$ cat src/sv/sha_pkg.sv
// Package: SHA-256 constants, types and a rotate function.
package sha_pkg;

   typedef struct packed {
      logic [7:0] data_byte;
      logic       byte_present;
      logic       end_of_message;
   } req_type;

   typedef struct packed {
      logic [31:0] digest_word;
      logic [2:0]  word_index;
      logic        last_word;
   } rsp_type;

   // front-to-back queue entry: one 32-bit big-endian message word
   typedef struct packed {
      logic [31:0] word;
      logic        block_end;   // word 15 of a block
      logic        msg_end;     // length word of a message's last block
   } word_type;

   localparam int QueueDepth = 4;
   localparam int QueueAw    = 2;

   localparam logic [31:0] RoundK [64] = '{
      32'h428a2f98, 32'h71374491, 32'hb5c0fbcf, 32'he9b5dba5,
      32'h3956c25b, 32'h59f111f1, 32'h923f82a4, 32'hab1c5ed5,
      32'hd807aa98, 32'h12835b01, 32'h243185be, 32'h550c7dc3,
      32'h72be5d74, 32'h80deb1fe, 32'h9bdc06a7, 32'hc19bf174,
      32'he49b69c1, 32'hefbe4786, 32'h0fc19dc6, 32'h240ca1cc,
      32'h2de92c6f, 32'h4a7484aa, 32'h5cb0a9dc, 32'h76f988da,
      32'h983e5152, 32'ha831c66d, 32'hb00327c8, 32'hbf597fc7,
      32'hc6e00bf3, 32'hd5a79147, 32'h06ca6351, 32'h14292967,
      32'h27b70a85, 32'h2e1b2138, 32'h4d2c6dfc, 32'h53380d13,
      32'h650a7354, 32'h766a0abb, 32'h81c2c92e, 32'h92722c85,
      32'ha2bfe8a1, 32'ha81a664b, 32'hc24b8b70, 32'hc76c51a3,
      32'hd192e819, 32'hd6990624, 32'hf40e3585, 32'h106aa070,
      32'h19a4c116, 32'h1e376c08, 32'h2748774c, 32'h34b0bcb5,
      32'h391c0cb3, 32'h4ed8aa4a, 32'h5b9cca4f, 32'h682e6ff3,
      32'h748f82ee, 32'h78a5636f, 32'h84c87814, 32'h8cc70208,
      32'h90befffa, 32'ha4506ceb, 32'hbef9a3f7, 32'hc67178f2
   };

   localparam logic [31:0] StartHash [8] = '{
      32'h6a09e667, 32'hbb67ae85, 32'h3c6ef372, 32'ha54ff53a,
      32'h510e527f, 32'h9b05688c, 32'h1f83d9ab, 32'h5be0cd19
   };

   localparam logic [7:0] PadByte   = 8'h80;
   localparam logic [5:0] LenOffset = 6'd56;

   function automatic logic [31:0] ror32(input logic [31:0] x, input int n);
      ror32 = (x >> n) | (x << (32 - n));
   endfunction

endpackage

$ cat src/sv/sha_if.sv
// Valid/ready channel interfaces.
interface sha_req_if;
   logic               valid;
   logic               ready;
   sha_pkg::req_type   payload;
   modport source (output valid, output payload, input ready);
   modport sink   (input valid, input payload, output ready);
endinterface

interface sha_rsp_if;
   logic               valid;
   logic               ready;
   sha_pkg::rsp_type   payload;
   modport source (output valid, output payload, input ready);
   modport sink   (input valid, input payload, output ready);
endinterface

$ cat src/sv/sha_front.sv
// Front end: packs bytes into words, inserts padding and length.
module sha_front (
   input  logic               clock,
   input  logic               reset,
   sha_req_if.sink            req,
   output logic               wq_valid,
   output sha_pkg::word_type  wq_data,
   input  logic               wq_ready
);
   import sha_pkg::*;

   typedef enum logic [2:0] {
      ST_DATA = 3'b001,
      ST_PAD  = 3'b010,
      ST_LEN  = 3'b100
   } state_type;

   state_type   state_ff, state_in;
   logic [5:0]  fill_ff, fill_in;       // byte position in block
   logic [63:0] bits_ff, bits_in;
   logic [23:0] part_ff, part_in;       // bytes of the current word so far
   logic        pad_byte_ff, pad_byte_in; // pad byte still pending in ST_PAD
   logic        len_hi_ff, len_hi_in;   // which length word is next

   logic [31:0] word;
   logic        emit;
   logic [7:0]  cur_byte;
   logic        take_byte;

   always_comb begin
      state_in    = state_ff;
      fill_in     = fill_ff;
      bits_in     = bits_ff;
      part_in     = part_ff;
      pad_byte_in = pad_byte_ff;
      len_hi_in   = len_hi_ff;
      req.ready   = 1'b0;
      emit        = 1'b0;
      word        = '0;
      wq_data     = '0;
      cur_byte    = '0;
      take_byte   = 1'b0;
      case (state_ff)
         ST_DATA: begin
            // a byte that completes a word needs queue space
            req.ready = wq_ready || (fill_ff[1:0] != 2'd3);
            if (req.valid && req.ready) begin
               if (req.payload.byte_present) begin
                  take_byte = 1'b1;
                  cur_byte  = req.payload.data_byte;
                  bits_in   = bits_ff + 64'd8;
               end
               if (req.payload.end_of_message) begin
                  state_in    = ST_PAD;
                  pad_byte_in = 1'b1;
               end
            end
         end
         ST_PAD: begin
            if (wq_ready) begin
               take_byte   = 1'b1;
               cur_byte    = pad_byte_ff ? PadByte : 8'h00;
               pad_byte_in = 1'b0;
            end
         end
         ST_LEN: begin
            if (wq_ready) begin
               emit = 1'b1;
               word = len_hi_ff ? bits_ff[63:32] : bits_ff[31:0];
               wq_data.block_end = !len_hi_ff;
               wq_data.msg_end   = 1'b1;
               len_hi_in = !len_hi_ff;
               fill_in   = fill_ff + 6'd4;
               if (!len_hi_ff) begin
                  state_in = ST_DATA;
                  bits_in  = '0;
               end
            end
         end
         default: state_in = ST_DATA;
      endcase

      if (take_byte) begin
         case (fill_ff[1:0])
            2'd0: part_in[23:16] = cur_byte;
            2'd1: part_in[15:8]  = cur_byte;
            2'd2: part_in[7:0]   = cur_byte;
            default: begin
               emit = 1'b1;
               word = {part_ff, cur_byte};
               wq_data.block_end = (fill_ff == 6'd63);
            end
         endcase
         fill_in = fill_ff + 6'd1;
         // padding reached the length slots of the block
         if (state_ff == ST_PAD && fill_in == LenOffset) begin
            state_in  = ST_LEN;
            len_hi_in = 1'b1;
         end
      end
      wq_data.word = word;
      wq_valid     = emit;
   end

   always_ff @(posedge clock) begin
      if (reset) begin
         state_ff    <= ST_DATA;
         fill_ff     <= '0;
         bits_ff     <= '0;
         pad_byte_ff <= 1'b0;
         len_hi_ff   <= 1'b1;
      end else begin
         state_ff    <= state_in;
         fill_ff     <= fill_in;
         bits_ff     <= bits_in;
         pad_byte_ff <= pad_byte_in;
         len_hi_ff   <= len_hi_in;
      end
      part_ff <= part_in;
   end

   assert property (@(posedge clock) disable iff (reset)
      state_ff == ST_LEN |-> fill_ff[5:3] == 3'b111)
      else $error("length words outside last block slots");
   assert property (@(posedge clock) disable iff (reset)
      wq_valid && wq_data.block_end |-> fill_ff == 6'd63 || state_ff == ST_LEN)
      else $error("block end at wrong position");
   assert property (@(posedge clock) disable iff (reset)
      state_ff == ST_PAD |-> !req.ready)
      else $error("input taken during padding");
endmodule

$ cat src/sv/sha_queue.sv
// Small FIFO between the front end and the compression engine.
module sha_queue (
   input  logic               clock,
   input  logic               reset,
   input  logic               in_valid,
   input  sha_pkg::word_type  in_data,
   output logic               in_ready,
   output logic               out_valid,
   output sha_pkg::word_type  out_data,
   input  logic               out_ready
);
   import sha_pkg::*;

   word_type           mem_ff [QueueDepth];
   logic [QueueAw-1:0] wr_ff, rd_ff;
   logic [QueueAw:0]   cnt_ff;
   logic               push, pop;

   assign in_ready  = cnt_ff != (QueueAw+1)'(QueueDepth);
   assign out_valid = cnt_ff != '0;
   assign out_data  = mem_ff[rd_ff];
   assign push      = in_valid && in_ready;
   assign pop       = out_valid && out_ready;

   always_ff @(posedge clock) begin
      if (reset) begin
         wr_ff  <= '0;
         rd_ff  <= '0;
         cnt_ff <= '0;
      end else begin
         if (push) wr_ff <= wr_ff + 1'b1;
         if (pop)  rd_ff <= rd_ff + 1'b1;
         cnt_ff <= cnt_ff + (QueueAw+1)'(push) - (QueueAw+1)'(pop);
      end
      if (push) mem_ff[wr_ff] <= in_data;
   end

   assert property (@(posedge clock) disable iff (reset)
      cnt_ff <= (QueueAw+1)'(QueueDepth))
      else $error("queue overflow");
endmodule

$ cat src/sv/sha_back.sv
// Compression engine: 16-word window, one round per cycle (rounds 0-15 only as words arrive), digest output.
module sha_back (
   input  logic               clock,
   input  logic               reset,
   input  logic               wq_valid,
   input  sha_pkg::word_type  wq_data,
   output logic               wq_ready,
   sha_rsp_if.source          rsp
);
   import sha_pkg::*;

   typedef enum logic [2:0] {
      ST_LOAD = 3'b001,
      ST_RUN  = 3'b010,
      ST_OUT  = 3'b100
   } state_type;

   state_type   state_ff, state_in;
   logic [31:0] h_ff [8];
   logic [31:0] v_ff [8];
   logic [31:0] w_ff [16];
   logic [5:0]  round_ff;
   logic [3:0]  load_ff;
   logic        msg_ff;
   logic [2:0]  out_ff;

   logic [31:0] w_cur, s0w, s1w, w_new, t1, t2, e, a;
   logic        loading, step;

   assign loading  = state_ff == ST_LOAD && wq_valid;
   assign wq_ready = state_ff == ST_LOAD;
   assign step     = loading || state_ff == ST_RUN;

   // rounds 0..15 run while words arrive; schedule extension afterwards
   always_comb begin
      s0w   = ror32(w_ff[1], 7) ^ ror32(w_ff[1], 18) ^ (w_ff[1] >> 3);
      s1w   = ror32(w_ff[14], 17) ^ ror32(w_ff[14], 19) ^ (w_ff[14] >> 10);
      w_new = w_ff[0] + s0w + w_ff[9] + s1w;
      w_cur = loading ? wq_data.word : w_new;
      a = v_ff[0];
      e = v_ff[4];
      t1 = v_ff[7] + (ror32(e, 6) ^ ror32(e, 11) ^ ror32(e, 25))
         + ((e & v_ff[5]) ^ (~e & v_ff[6])) + RoundK[round_ff] + w_cur;
      t2 = (ror32(a, 2) ^ ror32(a, 13) ^ ror32(a, 22))
         + ((a & v_ff[1]) ^ (a & v_ff[2]) ^ (v_ff[1] & v_ff[2]));
      state_in = state_ff;
      case (state_ff)
         ST_LOAD: if (loading && load_ff == 4'd15) state_in = ST_RUN;
         ST_RUN:  if (round_ff == 6'd63) state_in = msg_ff ? ST_OUT : ST_LOAD;
         ST_OUT:  if (rsp.ready && out_ff == 3'd7) state_in = ST_LOAD;
         default: state_in = ST_LOAD;
      endcase
   end

   assign rsp.valid               = state_ff == ST_OUT;
   assign rsp.payload.digest_word = h_ff[out_ff];
   assign rsp.payload.word_index  = out_ff;
   assign rsp.payload.last_word   = out_ff == 3'd7;

   always_ff @(posedge clock) begin
      if (reset) begin
         state_ff <= ST_LOAD;
         round_ff <= '0;
         load_ff  <= '0;
         out_ff   <= '0;
         msg_ff   <= 1'b0;
         for (int i = 0; i < 8; i++) begin
            h_ff[i] <= StartHash[i];
            v_ff[i] <= StartHash[i];
         end
      end else begin
         state_ff <= state_in;
         if (loading) begin
            load_ff <= load_ff + 4'd1;
            if (load_ff == 4'd15) msg_ff <= wq_data.msg_end;
         end
         if (step) round_ff <= round_ff + 6'd1;
         if (state_ff == ST_RUN && round_ff == 6'd63) begin
            // fold the final round straight into the hash
            h_ff[0] <= h_ff[0] + t1 + t2;
            h_ff[1] <= h_ff[1] + v_ff[0];
            h_ff[2] <= h_ff[2] + v_ff[1];
            h_ff[3] <= h_ff[3] + v_ff[2];
            h_ff[4] <= h_ff[4] + v_ff[3] + t1;
            h_ff[5] <= h_ff[5] + v_ff[4];
            h_ff[6] <= h_ff[6] + v_ff[5];
            h_ff[7] <= h_ff[7] + v_ff[6];
            v_ff[0] <= h_ff[0] + t1 + t2;
            v_ff[1] <= h_ff[1] + v_ff[0];
            v_ff[2] <= h_ff[2] + v_ff[1];
            v_ff[3] <= h_ff[3] + v_ff[2];
            v_ff[4] <= h_ff[4] + v_ff[3] + t1;
            v_ff[5] <= h_ff[5] + v_ff[4];
            v_ff[6] <= h_ff[6] + v_ff[5];
            v_ff[7] <= h_ff[7] + v_ff[6];
         end else if (step) begin
            v_ff[0] <= t1 + t2;
            v_ff[1] <= v_ff[0];
            v_ff[2] <= v_ff[1];
            v_ff[3] <= v_ff[2];
            v_ff[4] <= v_ff[3] + t1;
            v_ff[5] <= v_ff[4];
            v_ff[6] <= v_ff[5];
            v_ff[7] <= v_ff[6];
         end
         if (state_ff == ST_OUT && rsp.ready) begin
            out_ff <= out_ff + 3'd1;
            if (out_ff == 3'd7) begin
               for (int i = 0; i < 8; i++) begin
                  h_ff[i] <= StartHash[i];
                  v_ff[i] <= StartHash[i];
               end
            end
         end
      end
      if (step) begin
         for (int i = 0; i < 15; i++) w_ff[i] <= w_ff[i+1];
         w_ff[15] <= w_cur;
      end
   end

   assert property (@(posedge clock) disable iff (reset)
      state_ff == ST_LOAD |-> round_ff[5:4] == 2'b00 && round_ff[3:0] == load_ff)
      else $error("round count out of step with load count");
   assert property (@(posedge clock) disable iff (reset)
      state_ff == ST_RUN |-> round_ff >= 6'd16)
      else $error("schedule extension before block loaded");
   assert property (@(posedge clock) disable iff (reset)
      rsp.valid && !rsp.ready |=> $stable(out_ff))
      else $error("digest index moved while stalled");
   assert property (@(posedge clock) disable iff (reset)
      loading |-> wq_data.block_end == (load_ff == 4'd15))
      else $error("block end marker out of step with word count");
endmodule

$ cat src/sv/sha256_stream_hash_unit.sv
// SHA-256 byte-stream hasher: one byte per item, digest as eight 32-bit words.
// Input bytes are taken at one per cycle while the four-word queue has room;
// the compression engine runs rounds 0-15 as words arrive and rounds 16-63
// afterwards, taking no words meanwhile. During rounds 16-63 the queue and
// the partial word absorb up to 19 bytes and input then stalls. An end-of-message
// item is followed by padding generated at one byte per cycle while the
// queue has room (up to two blocks, no input taken meanwhile), and the
// digest is then sent as eight items, word 0 first.
module sha256_stream_hash_unit (
   input logic       clock,
   input logic       reset,
   sha_req_if.sink   req,
   sha_rsp_if.source rsp
);
   import sha_pkg::*;

   logic     f_valid, f_ready, b_valid, b_ready;
   word_type f_data, b_data;

   sha_front u_front (
      .clock, .reset, .req,
      .wq_valid(f_valid), .wq_data(f_data), .wq_ready(f_ready)
   );

   sha_queue u_queue (
      .clock, .reset,
      .in_valid(f_valid), .in_data(f_data), .in_ready(f_ready),
      .out_valid(b_valid), .out_data(b_data), .out_ready(b_ready)
   );

   sha_back u_back (
      .clock, .reset,
      .wq_valid(b_valid), .wq_data(b_data), .wq_ready(b_ready), .rsp
   );
endmodule

$ cat src/flat_wrapper.sv
// flat-port wrapper written by rule: the top's interface ports become plain ports
module sha256_stream_hash_unit_flat import sha_pkg::*;
  (clock, reset, req_valid, req_payload, req_ready, rsp_valid, rsp_payload, rsp_ready);
  sha_req_if req_i ();
  sha_rsp_if rsp_i ();
  input logic clock;
  input logic reset;
  input wire logic [$bits(req_i.valid)-1:0] req_valid;
  input wire logic [$bits(req_i.payload)-1:0] req_payload;
  output wire logic [$bits(req_i.ready)-1:0] req_ready;
  output wire logic [$bits(rsp_i.valid)-1:0] rsp_valid;
  output wire logic [$bits(rsp_i.payload)-1:0] rsp_payload;
  input wire logic [$bits(rsp_i.ready)-1:0] rsp_ready;
  assign req_i.valid = req_valid;
  assign req_i.payload = req_payload;
  assign req_ready = req_i.ready;
  assign rsp_valid = rsp_i.valid;
  assign rsp_payload = rsp_i.payload;
  assign rsp_i.ready = rsp_ready;
  sha256_stream_hash_unit u_core (.clock(clock), .reset(reset), .req(req_i), .rsp(rsp_i));
endmodule
$ cat config.mk
export PLATFORM = sky130hd
export DESIGN_NAME = sha256_stream_hash_unit_flat
export DESIGN_NICKNAME = d
export VERILOG_FILES = /design/src/sv/sha_pkg.sv /design/src/sv/sha_if.sv /design/src/sv/sha_front.sv /design/src/sv/sha_queue.sv /design/src/sv/sha_back.sv /design/src/sv/sha256_stream_hash_unit.sv /design/src/flat_wrapper.sv
export SDC_FILE = /design/constraint.sdc
export NUM_CORES = 2
export LEC_CHECK = 0
export BUFFER_PORTS_ARGS = -buffer_cell sky130_fd_sc_hd__clkbuf_2
export CAP_MARGIN = 20
export CORE_ASPECT_RATIO = 0.9
export CORE_MARGIN = 2
export CORE_UTILIZATION = 56
export DETAILED_ROUTE_END_ITERATION = 7
export PLACE_DENSITY = 0.7
export RECOVER_POWER = 25
export SYNTH_ARGS = -nofsm -noshare
export SYNTH_HDL_FRONTEND = slang
export SYNTH_HIERARCHICAL = 1
export SYNTH_SLANG_ARGS = --single-unit
$ cat constraint.sdc
create_clock -name clock -period 43.7 [get_ports clock]
set_clock_uncertainty 0.2 [all_clocks]
set_input_delay 2.185 -clock clock [delete_from_list [all_inputs] [get_ports clock]]
set_output_delay 2.185 -clock clock [all_outputs]
set_load 0.01 [all_outputs]
==> qor.yml <==
grt_overflow: 0
startpoint_type: "flop"
syn_nets: 7788
holdWs_ns: 0.171
drt_iter0_drc: 7151
clk_pin_slew_worst_paths_ns: 0.06
io_pins: 52
cap_violations: 3
cts_buffers: 140
critical-path-top-delay-family: "compound AO/OA/AOI/OAI gates"
areaGrowthSynthToFinish_pct: 8.94
reg2regPathDepth: 34
layout-drive-gt1-share: 0.0835
fmax_ghz: 0.0795
wl_per_cell_um: 26.3
dp_slack_ns: 31.65
critPathRequiredTime_ns: 44.19
clk-insertion-delay-late_ns: 0.81
synth_area_um2: 76800
final_nets: 7763
drcViolationCount: 0
grt_pass1_vias: 53900
drt_pre_antenna_iters: 7
worstMarginPinSlew_ns: 2.94
grt.total_usage: 0.334
end_kind: "flop"
numClockSinks: 1281
ctsResizeCount: 0
period_needed_ns: 12.58
violations: "capacitance limit, slew limit"
yosysWarnings: 6
final_util: 0.617
rsz0062_at_grt: "no"
avgSynthCellArea_um2: 10.8
dr_total_vias: 57100
slew_headroom: -0.959
status: "finished with violations"
slew_viol_final: 106
place_hpwl_um: 173000
cts_tree: "done"
cts_hold_buffers: 0
whs_path_depth: 0
place.gp.congestion: 0.992
grt_pass1_wl_um: 350000
finalCritPeriodShare: 0.288
multiInputGateArea_um2: 38600
cts_max_level: 4
tns_ns: 0
die_w_um: 394
setup_viol: 0
cp_max_fo: 40
r2r-start: "u_core/u_back/state_ff[0]$_SDFFE_PP1P_"
arrival_ns: 13.07
critPathKind: "flop to flop"
max-clock-path-buffers: 3
grt_max_degree: 211
post_cts_buffers: 0
crit_slowest_cell: "clkbuf_1"
io_buffers: 51
avgViaCountPerCell: 6.33
hold_path_class: "flop to flop"
cts-root-buf: "clkbuf_16"
regArea_um2: 34900
placeableCoreArea_um2: 136000
start_util: 0.566
path_buf_inv: 3
hold_end: "u_core/u_back/w_ff[0][160]$_DFFE_PP_"
antenna_left: 0
layout_setup_ws_ns: 31.12
cpPeakStageDelay_ns: 1.76
fillerInstances: 11100
totalWireLength_um: 237000
finalHoldViolCount: 0
die-area_um2: 140000
r2r-end: "u_core/u_back/v_ff[0][31]$_SDFFE_PP0P_"
synthCells: 7098
fp-row-count: 128
die_h_um: 355
r2r_slack_ns: 31.12
worstHoldStart: "u_core/u_back/w_ff[0][192]$_DFFE_PP_"
antenna_found_initial: 8
per-stage QoR:
stage | instance area [um^2] | instances
after floorplan | 76800 | 7098
after global placement | 78900 | 8747
after detailed placement | 78900 | 8749
after CTS | 83600 | 9004
after global routing | 83600 | 9006
final | 83600 | 9010
worst max-delay path by stage:
stage | start | endpoint | slack [ns] | depth (start not counted)
final | u_core/u_back/state_ff[0]$_SDFFE_PP1P_ | u_core/u_back/v_ff[0][31]$_SDFFE_PP0P_ | 31.12 | 34
after global routing | u_core/u_back/state_ff[0]$_SDFFE_PP1P_ | u_core/u_back/v_ff[1][31]$_DFFE_PP_ | 30.54 | 33
after global placement | u_core/u_back/w_ff[0][36]$_DFFE_PP_ | u_core/u_back/v_ff[1][31]$_DFFE_PP_ | 31.65 | 37
after detailed placement | u_core/u_back/w_ff[0][36]$_DFFE_PP_ | u_core/u_back/v_ff[0][31]$_SDFFE_PP0P_ | 31.65 | 38
after floorplan | u_core/u_back/state_ff[0]$_SDFFE_PP1P_ | u_core/u_back/w_ff[0][0]$_DFFE_PP_ | 27.16 | 5
after CTS | u_core/u_back/w_ff[0][51]$_DFFE_PP_ | u_core/u_back/v_ff[0][31]$_SDFFE_PP0P_ | 31.59 | 38
registers in the layout (all words and copies together), names as in the netlist, 4 cells and up, named ones only:
register                cells
u_core/u_back/h_ff        256
u_core/u_back/load_ff       4
u_core/u_back/round_ff      6
u_core/u_back/v_ff        256
u_core/u_back/w_ff        512
u_core/u_front/bits_ff     61
u_core/u_front/fill_ff      6
u_core/u_front/part_ff     24
u_core/u_queue/mem_ff     132
layer usage:
layer  part of all wire  routed length, um  vias up  track usage
li1                   -                  -    25700            -
met3               0.11              27000      312       0.0895
met5            0.00055                130        -      0.00505
met4              0.021               4970        6       0.0757
met1               0.45             108000    28200        0.516
met2               0.41              97000     2851        0.466
area by class of cell:
class                           count  area share
Multi-Input combinational cell   4951       0.462
Sequential cell                  1281       0.417
Clock buffer                      178      0.0449
Tap cell                         1820      0.0272
Inverter                          552      0.0249
Timing Repair Buffer              147      0.0120
Clock inverter                     77      0.0114
Antenna cell                        4    0.000120
cell usage in the layout, fill, tap and decap left out, types with 78 or more instances in the layout:
cell,instances
a21o_1,195
a21oi_1,556
buf_4,86
clkbuf_16,141
dfxtp_1,350
edfxtp_1,924
fa_1,229
ha_1,447
inv_1,549
mux4_2,98
nand2_1,508
nand2b_1,78
nand3_1,114
nor2_1,427
nor3_1,120
o21a_1,120
o21ai_0,379
xnor2_1,479
xor2_1,156
Power is not shown: default switching activity piles up to over one toggle a cycle in this logic, so the estimate is an artifact.
